File: src/rtl/sfr_pkg.sv
// Shared types, constants and helpers of the find/replace stream unit.
// Depends on nothing; imported by the interfaces and every module.
package sfr_pkg;

	localparam int BYTE_W   = 8;
	localparam int DATA_W   = 64;
	localparam int LEN_W    = 4;
	localparam int CNT_W    = 10;
	localparam int BIDX_W   = 3;
	localparam int ADDR_W   = 5;
	localparam int MAX_REPL = 8;

	// Register indexes, taken from paddr[4:3]
	localparam logic [1:0] REG_PATTERN_BYTES  = 2'd0;
	localparam logic [1:0] REG_PATTERN_LENGTH = 2'd1;
	localparam logic [1:0] REG_REPL_BYTES     = 2'd2;
	localparam logic [1:0] REG_REPL_LENGTH    = 2'd3;

	typedef struct packed {
		logic [DATA_W-1:0] pattern_bytes;
		logic [LEN_W-1:0]  pattern_length;
		logic [DATA_W-1:0] replacement_bytes;
		logic [LEN_W-1:0]  replacement_length;
	} sfr_cfg_t;

	// Pick byte i of a 64-bit text word, byte 0 in the low bits
	function automatic logic [BYTE_W-1:0] byte_at(input logic [DATA_W-1:0] w,
			input logic [BIDX_W-1:0] i);
		return w[{i, 3'b000} +: BYTE_W];
	endfunction

endpackage

File: src/rtl/sfr_cfg.sv
// APB-style register file holding pattern and replacement text and lengths.
// Depends on sfr_pkg for the register map and the configuration struct.
module sfr_cfg import sfr_pkg::*; (
	input  logic              clk,
	input  logic              arst_n,
	input  logic              psel,
	input  logic              penable,
	input  logic              pwrite,
	input  logic [ADDR_W-1:0] paddr,
	input  logic [DATA_W-1:0] pwdata,
	output logic [DATA_W-1:0] prdata,
	output logic              pready,
	output sfr_cfg_t          cfg
);

	logic       wr_en;
	logic [1:0] reg_idx;

	assign pready  = 1'b1;
	assign wr_en   = psel && penable && pwrite;
	assign reg_idx = paddr[ADDR_W-1:3];

	// Write the addressed register in the access cycle
	always_ff @(posedge clk or negedge arst_n) begin
		if (!arst_n) begin
			cfg <= '0;
		end else if (wr_en) begin
			unique case (reg_idx)
				REG_PATTERN_BYTES:  cfg.pattern_bytes      <= pwdata;
				REG_PATTERN_LENGTH: cfg.pattern_length     <= pwdata[LEN_W-1:0];
				REG_REPL_BYTES:     cfg.replacement_bytes  <= pwdata;
				REG_REPL_LENGTH:    cfg.replacement_length <= pwdata[LEN_W-1:0];
			endcase
		end
	end

	// Return the addressed register
	always_comb begin
		unique case (reg_idx)
			REG_PATTERN_BYTES:  prdata = cfg.pattern_bytes;
			REG_PATTERN_LENGTH: prdata = DATA_W'(cfg.pattern_length);
			REG_REPL_BYTES:     prdata = cfg.replacement_bytes;
			REG_REPL_LENGTH:    prdata = DATA_W'(cfg.replacement_length);
		endcase
	end

endmodule

File: config.mk
export PLATFORM = sky130hd
export DESIGN_NAME = sfr_cfg
export DESIGN_NICKNAME = d
export VERILOG_FILES = /design/src/rtl/sfr_pkg.sv /design/src/rtl/sfr_cfg.sv
export SDC_FILE = /design/constraint.sdc
export NUM_CORES = 1
export LEC_CHECK = 0
export ABC_CLOCK_PERIOD_IN_PS = 1100
export BUFFER_PORTS_ARGS = -buffer_cell sky130_fd_sc_hd__buf_2
export CORE_ASPECT_RATIO = 0.6
export CORE_MARGIN = 3
export CORE_UTILIZATION = 51
export DETAILED_ROUTE_END_ITERATION = 6
export MAX_ROUTING_LAYER = met4
export PLACE_DENSITY_LB_ADDON = 0.12
export SYNTH_ARGS = -nofsm -noshare
export SYNTH_HDL_FRONTEND = slang
export SYNTH_SLANG_ARGS = --single-unit
File: constraint.sdc
create_clock -name clk -period 1.1 [get_ports clk]
set_input_delay 0 -clock clk [delete_from_list [all_inputs] [get_ports clk]]
set_output_delay 0 -clock clk [all_outputs]
set_load 0.01 [all_outputs]
==> impl_metrics.sql, run 1 <==
INSERT INTO impl_metrics (metric_group, metric, value, unit) VALUES
('finish', 'biggestRegsByFlops', 'cfg x136', ''),
('timing', 'layout_worst_path_cycle_share', '1.33', ''),
('clock_tree', 'cts.path.max_buffers', '2', ''),
('clock_tree', 'h-tree-depth', '4', ''),
('floorplanning', 'io_pins', '275', ''),
('setup_path', 'setup.worst_path.start_class', 'flip-flop', ''),
('yosys', 'post_synth_main_area_contributors', 'sky130_fd_sc_hd__dfrtp_1 56%, sky130_fd_sc_hd__mux2_2 23%, sky130_fd_sc_hd__mux2i_1 9.9%', ''),
('run_status', 'outcome', 'finished with violations', ''),
('timing', 'setup_total_negative_slack', '-5.79', 'ns'),
('setup_path', 'crit_path_max_fanout', '2', ''),
('clock_tree', 'tritoncts', 'built', ''),
('global_route', 'global_route_wire_length_before_repair', '31000', 'um'),
('setup_path', 'crit_path_max_incr_delay', '0.48', 'ns'),
('run_status', 'violations_in_the_final_reports', 'setup timing', ''),
('yosys', 'average_size_of_a_mapped_cell', '14.0', 'sq um'),
('yosys', 'yosys.area.top_type_share', '0.562', ''),
('floorplanning', 'floorplan.die_area', '0.0133', 'sq mm'),
('worst_hold_path', 'hp-class', 'in -> async', ''),
('timing', 'grt_setup_unrepaired', 'yes', ''),
('placed_design', 'dp_hpwl', '12100', 'um'),
('setup_path', 'critical_path_class', 'reg -> out', ''),
('detailed_routing', 'detail-route-antenna-nets', '0', ''),
('timing', 'report.final.slew_viol_count', '0', ''),
('timing', 'fmax', '682', 'MHz'),
('timing', 'finalWorstSetupSlack', '-0.366', 'ns'),
('timing', 'hold_slack', '0.0497', 'ns'),
('global_route', 'via_count_of_the_first_global_routing_pass', '5734', ''),
('clock_tree', 'clock_insertion_delay_worst_skew', '0.41', 'ns'),
('finish', 'flow.area_growth_from_synthesis', '70.0', '%'),
('placed_design', 'io_buf_count', '270', ''),
('yosys', 'synth_area', '0.00606', 'sq mm'),
('pwr', 'total_switching_power', '6.35', 'mW'),
('clock_tree', 'clock-root-buffer', 'sky130_fd_sc_hd__clkbuf_16', ''),
('placed_design', 'detailed_place.area', '0.00781', 'sq mm'),
('timing', 'worst_clock_skew', '0', 'ns'),
('timing', 'max_slew.worst_pin.slew', '0.536', 'ns'),
('detailed_routing', 'drtPass1Iterations', '4', ''),
('pwr', 'clock_share_of_power', '0.287', ''),
('yosys', 'top_cells_by_count_synth', '136 x sky130_fd_sc_hd__dfrtp_1, 126 x sky130_fd_sc_hd__mux2_2, 60 x sky130_fd_sc_hd__mux2i_1, 60 x sky130_fd_sc_hd__nor2_1, 14 x sky130_fd_sc_hd__buf_2', ''),
('detailed_routing', 'route.detailed.drc', '0', ''),
('pwr', 'sequential_power_share', '0.347', ''),
('floorplanning', 'die-width', '147', 'um'),
('finish', 'instances_no_fill', '1070', ''),
('detailed_routing', 'wl', '21800', 'um'),
('pwr', 'total_leakage_power', '5.32', 'nW'),
('yosys', 'synth.mux.area_fraction', '0.367', ''),
('floorplanning', 'std_cell_rows', '30', ''),
('placed_design', 'finalWeightedCongestion', '0.841', ''),
('yosys', 'post_synth_and_or_nand_nor_area_fraction', '0.0456', ''),
('finish', 'antenna_cells_inserted', '0', ''),
('global_route', 'overflow', '0', ''),
('yosys', 'postSynthNetCount', '506', ''),
('floorplanning', 'floorplan.initialDensity', '0.529', ''),
('placed_design', 'dp_cells', '862', ''),
('setup_path', 'arrival', '1.47', 'ns'),
('finish', 'regMostFlops', 'cfg', ''),
('yosys', 'post_synth_inst_count', '432', ''),
('detailed_routing', 'detailedRoute.firstIterationViolations', '200', ''),
('setup_path', 'worst_ep_required_time', '1.10', 'ns'),
('setup_path', 'cpMaxStageDelayCell', 'sky130_fd_sc_hd__mux4_2', ''),
('yosys', 'postSynth.asyncResetShare', '1.00', ''),
('yosys', 'synth.largest_area_cell', 'sky130_fd_sc_hd__dfrtp_1', ''),
('timing', 'setup_viol', '70', ''),
('global_route', 'antenna_violations_before_repair', '0', ''),
('pwr', 'switching_share', '0.310', ''),
('floorplanning', 'core_area', '0.0114', 'sq mm'),
('yosys', 'yosys.area_share.adder', '0', ''),
('yosys', 'synth_compound_gate_area_share', '0', ''),
('finish', 'post_route_cells_drive_above_1_share', '0.629', ''),
('pwr', 'combinational_power_share', '0.366', ''),
('yosys', 'postSynthRegisterBits', '136', '');
worst max-delay path: cells and delay by family (launching register included):
family | cells | cell delay (ns)
buf+inv | 1 | 0.16
flops | 1 | 0.42
mux | 1 | 0.48
cell families after synthesis:
group                  Yosys count
buffers and inverters           29
DFF                            136
muxes                          200
other                            1
and+or+nand+nor                 66
layout by cell type, fill, tap and decap left out, types with 2 or more instances in the layout:
cell                              n
sky130_fd_sc_hd__buf_12          11
sky130_fd_sc_hd__clkinv_2         4
sky130_fd_sc_hd__clkbuf_16       17
sky130_fd_sc_hd__dlygate4sd3_1   65
sky130_fd_sc_hd__buf_4           96
sky130_fd_sc_hd__clkinv_4         2
sky130_fd_sc_hd__clkbuf_8         2
sky130_fd_sc_hd__mux2_1          10
sky130_fd_sc_hd__buf_6           77
sky130_fd_sc_hd__mux2_2         126
sky130_fd_sc_hd__mux2i_1         60
sky130_fd_sc_hd__mux4_2           4
sky130_fd_sc_hd__buf_2          225
sky130_fd_sc_hd__dfrtp_1        136
sky130_fd_sc_hd__bufinv_16        3
sky130_fd_sc_hd__nor2_1          60
sky130_fd_sc_hd__clkinvlp_4       3
stage by stage:
stage	setup slack [ns]	total power, mW
after floorplan	-0.00697	9.46
after global placement	-0.101	11.8
after detailed placement	-0.142	12.0
after CTS	-0.333	19.2
after global routing	-0.391	21.3
final	-0.366	20.5
routing by layer:
| metal | wire length (um) | vias to the layer above | global-route usage |
|---|---|---|---|
| met2 | 11600 | 293 | 0.507 |
| met3 | 1450 | 50 | 0.0687 |
| met1 | 8340 | 2940 | 0.374 |
| met5 | 0 | - | - |
| li1 | - | 2450 | - |
| met4 | 492 | 0 | 0.0947 |
path summary, 6_finish.rpt:
check                      slack, ns  startpoint  cells past startpoint         to
max in group asynchronous       0.49      arst_n                      3     cfg[8]
setup reg to reg                0.06     cfg[38]                      3    cfg[38]
hold reg to reg                 0.53     cfg[33]                      1    cfg[33]
hold / removal                  0.05      arst_n                      2    cfg[18]
min in group clk                0.16    paddr[4]                      3    cfg[69]
setup / recovery               -0.37     cfg[73]                      2  prdata[1]
layout make-up:
type / count / area [sq um]
multi-input combinational: 267 / 2500
inverter: 1 / 3.75
clock buffer: 20 / 457
fill: 472 / 1150
timing repair buffer: 474 / 3580
sequential: 136 / 3400
tap: 160 / 200
clock inverter: 12 / 150
power by group through the flow:
| stage | logic (mW) | registers, mW | clock network (mW) |
|---|---|---|---|
| 2_1_floorplan | 1.89 | 7.57 | 0 |
| 3_3_place_gp | 4.59 | 7.17 | 0 |
| 3_5_place_dp | 4.72 | 7.23 | 0 |
| 4_1_cts | 6.34 | 6.98 | 5.86 |
| 5_1_grt | 7.94 | 7.21 | 6.15 |
| 6_report | 7.51 | 7.11 | 5.87 |
what timing repair did:
action | in CTS | in global routing
endpoints found under the setup margin | 64 | 111
gates resized for setup | 4 | 84
pin swaps | 0 | 6
hold endpoints to repair | 272 | 0
hold buffers | 65 | 0
buffers inserted | 89 | 25
No activity file was read; power rests on OpenSTA's default activity.
==> run 2, diff against run 1 <==
CORE_UTILIZATION = 30   (was 51)
==> run 2 against run 1 <==
Against the previous run:
- the flow still finishes with violations (setup timing)
- sequential cell count did not move
- fmax rose by 1.4%
- global-route usage is 11 points lower
- clock skew unchanged
- total power up 3.2%
- combinational power increased by 8.7%
- setup slack better by 0.020 ns
- register-to-register slack about the same
- non-clock buffer count down 2
- hold slack improved by 0.0024 ns
- wire length fell by 4.5%
- clock power about the same
==> impl_metrics.sql, run 2 (synthesized netlist as in run 1, its figures left out) <==
INSERT INTO impl_metrics (metric_group, metric, value, unit) VALUES
('run_status', 'outcome', 'finished with violations', ''),
('run_status', 'violations_in_the_final_reports', 'setup timing', ''),
('setup_path', 'crit_path_max_incr_delay', '0.51', 'ns'),
('global_route', 'global_route.peak_usage_layer', 'met2', ''),
('global_route', 'grt_start_max_net_pins', '36', ''),
('pwr', 'total_switching_power', '6.23', 'mW'),
('clock_tree', 'tritoncts', 'built', ''),
('finish', 'mostFrequentLayoutCells', '171 x sky130_fd_sc_hd__buf_2, 157 x sky130_fd_sc_hd__buf_6, 135 x sky130_fd_sc_hd__dfrtp_1', ''),
('detailed_routing', 'detail-route-antenna-nets', '0', ''),
('floorplanning', 'die_h', '116', 'um'),
('setup_path', 'critPathTopFamily', 'multiplexers', ''),
('detailed_routing', 'route.detailed.drc', '0', ''),
('pwr', 'sequential_power_share', '0.336', ''),
('pwr', 'total_leakage_power', '5.43', 'nW'),
('placed_design', 'dp_cells', '963', ''),
('setup_path', 'crit-reg2reg-capture', 'cfg[119]', ''),
('floorplanning', 'floorplan.die_area', '0.0220', 'sq mm'),
('timing', 'setup_viol', '64', ''),
('setup_path', 'worst_ep_required_time', '1.10', 'ns'),
('floorplanning', 'floorplan.initialDensity', '0.312', ''),
('detailed_routing', 'routed-via-count', '5304', ''),
('floorplanning', 'std_cell_rows', '39', ''),
('timing', 'report.final.slew_viol_count', '0', ''),
('global_route', 'antenna_violations_before_repair', '0', ''),
('global_route', 'use_met3', '0.0511', ''),
('finish', 'biggestRegsByFlops', 'cfg x136', ''),
('setup_path', 'critical_path_class', 'reg -> out', ''),
('global_route', 'met2_usage', '0.286', ''),
('finish', 'regMostFlops', 'cfg', ''),
('timing', 'grt_setup_unrepaired', 'yes', ''),
('floorplanning', 'core_area', '0.0194', 'sq mm'),
('detailed_routing', 'post_drt_wl_per_cell', '17.8', 'um'),
('setup_path', 'critical_path_buf_inv_count', '1', ''),
('setup_path', 'cpMaxStageDelayCell', 'sky130_fd_sc_hd__mux4_2', ''),
('pwr', 'switching_share', '0.294', ''),
('finish', 'most_common_library_cell_in_the_layout_ignoring_fill_and_taps', 'sky130_fd_sc_hd__buf_2', ''),
('timing', 'worst_clock_skew', '0', 'ns'),
('setup_path', 'path_depth_of_the_worst_reg2reg_path', '3', ''),
('setup_path', 'r2r_start', 'cfg[119]', ''),
('pwr', 'power.ir.vdd_worst', '1020', 'uV'),
('setup_path', 'reg2reg_setup_slack', '0.07', 'ns'),
('clock_tree', 'register_clock_pin_slew_on_the_reported_worst_setup_and_hold_paths', '0.06', 'ns'),
('pwr', 'cell_internal_pwr', '14.9', 'mW'),
('timing', 'finalWorstSetupSlack', '-0.346', 'ns'),
('timing', 'setup_total_negative_slack', '-3.81', 'ns'),
('clock_tree', 'clock_insertion_delay_worst_skew', '0.40', 'ns'),
('finish', 'instances_no_fill', '1172', ''),
('pwr', 'clock_share_of_power', '0.278', ''),
('timing', 'fmax', '692', 'MHz'),
('timing', 'period_needed', '1.45', 'ns'),
('global_route', 'via_count_of_the_first_global_routing_pass', '5429', ''),
('run', 'drv.max_cap_violation_count', '0', ''),
('setup_path', 'worstSetupEndpointType', 'primary output', ''),
('floorplanning', 'io_pins', '275', ''),
('finish', 'flip_flop_count_of_the_largest_register_all_copies_and_words_added', '136', ''),
('setup_path', 'arrival', '1.45', 'ns'),
('global_route', 'global_route_wire_length_before_repair', '31500', 'um'),
('clock_tree', 'cts.path.max_buffers', '2', ''),
('finish', 'post_route_cells_drive_above_1_share', '0.629', ''),
('timing', 'layout_worst_path_cycle_share', '1.31', ''),
('pwr', 'powerDensity', '1960', 'mW/mm^2'),
('detailed_routing', 'drtPass1Iterations', '4', ''),
('setup_path', 'crit_path_max_fanout', '2', ''),
('finish', 'antenna_cells_inserted', '0', ''),
('detailed_routing', 'via_density_per_instance', '4.53', ''),
('placed_design', 'dp_hpwl', '13600', 'um'),
('placed_design', 'io_buf_count', '270', ''),
('clock_tree', 'clock-root-buffer', 'sky130_fd_sc_hd__clkbuf_16', ''),
('setup_path', 'crit_cells', '2', ''),
('floorplanning', 'die-width', '189', 'um'),
('pwr', 'combinational_power_share', '0.386', ''),
('detailed_routing', 'wl', '20900', 'um'),
('global_route', 'grtUsageMet1', '0.271', ''),
('placed_design', 'finalWeightedCongestion', '0.836', ''),
('finish', 'final_nets', '969', ''),
('timing', 'final_hold_viol_count', '0', ''),
('worst_hold_path', 'hp-class', 'in -> async', ''),
('clock_tree', 'number_of_buffers_created_by_cts', '17', ''),
('global_route', 'overflow', '0', ''),
('clock_tree', 'h-tree-depth', '4', ''),
('global_route', 'globalRouteTotalUtil', '0.194', ''),
('setup_path', 'worstPathCellList', 'mux4_2 > buf_6', ''),
('setup_path', 'setup.worst_path.start_class', 'flip-flop', ''),
('clock_tree', 'cts_num_sinks', '136', ''),
('detailed_routing', 'detailedRoute.firstIterationViolations', '187', ''),
('finish', 'flow.area_growth_from_synthesis', '78.3', '%');
==> run 2: worst max-delay path by stage <==
| stage | to | start | slack [ns] |
|---|---|---|---|
| 2_1_floorplan | cfg[128] | pwrite | -0.007 |
| 3_3_place_gp | prdata[3] | paddr[3] | -0.19 |
| 3_5_place_dp | prdata[3] | paddr[3] | -0.20 |
| 4_1_cts | prdata[1] | cfg[1] | -0.37 |
| 5_1_grt | prdata[1] | cfg[1] | -0.40 |
| 6_report | prdata[1] | cfg[1] | -0.35 |
==> run 2: layout make-up <==
cell class,count,area [sq um]
Fill cell,1673,8620
Clock buffer,17,425
Multi-Input combinational cell,267,2500
Timing Repair Buffer,472,3960
Inverter,1,3.75
Clock inverter,13,180
Sequential cell,136,3400
Tap cell,266,333
==> run 2: per-stage QoR <==
| step | hold slack [ns] | util | power, mW | setup slack [ns] | cell area (sq um) |
|---|---|---|---|---|---|
| after floorplan | -0.296 | - | 9.46 | -0.00697 | 6060 |
| after global placement | -0.0794 | 0.405 | 12.0 | -0.194 | 7860 |
| after detailed placement | -0.0838 | 0.405 | 12.0 | -0.195 | 7860 |
| after CTS | 0.0492 | 0.516 | 19.9 | -0.370 | 10000 |
| after global routing | 0.0771 | 0.556 | 22.2 | -0.402 | 10800 |
| final | 0.0521 | 0.556 | 21.2 | -0.346 | 10800 |
==> run 2: power by group through the flow <==
stage	sequential (mW)	combinational (mW)	clock (mW)
6_report	7.10	8.16	5.89
5_1_grt	7.25	8.73	6.26
4_1_cts	7.00	6.82	6.04
3_5_place_dp	7.28	4.76	0
3_3_place_gp	7.24	4.71	0
2_1_floorplan	7.57	1.89	0
==> run 2: what timing repair did <==
item | in CTS | in global routing
pin swaps | 1 | 2
hold buffers | 65 | 0
gates cloned | 0 | 0
buffers inserted | 102 | 19
gates resized for setup | 29 | 141
endpoints found under the hold margin | 272 | 0
setup endpoints to repair | 64 | 159
==> run 2: per-layer routing <==
| layer | up-vias | part of all wire |
|---|---|---|
| met5 | - | 0 |
| met3 | 11 | 0.066 |
| li1 | 2455 | - |
| met2 | 201 | 0.45 |
| met1 | 2637 | 0.48 |
| met4 | 0 | 0.0069 |
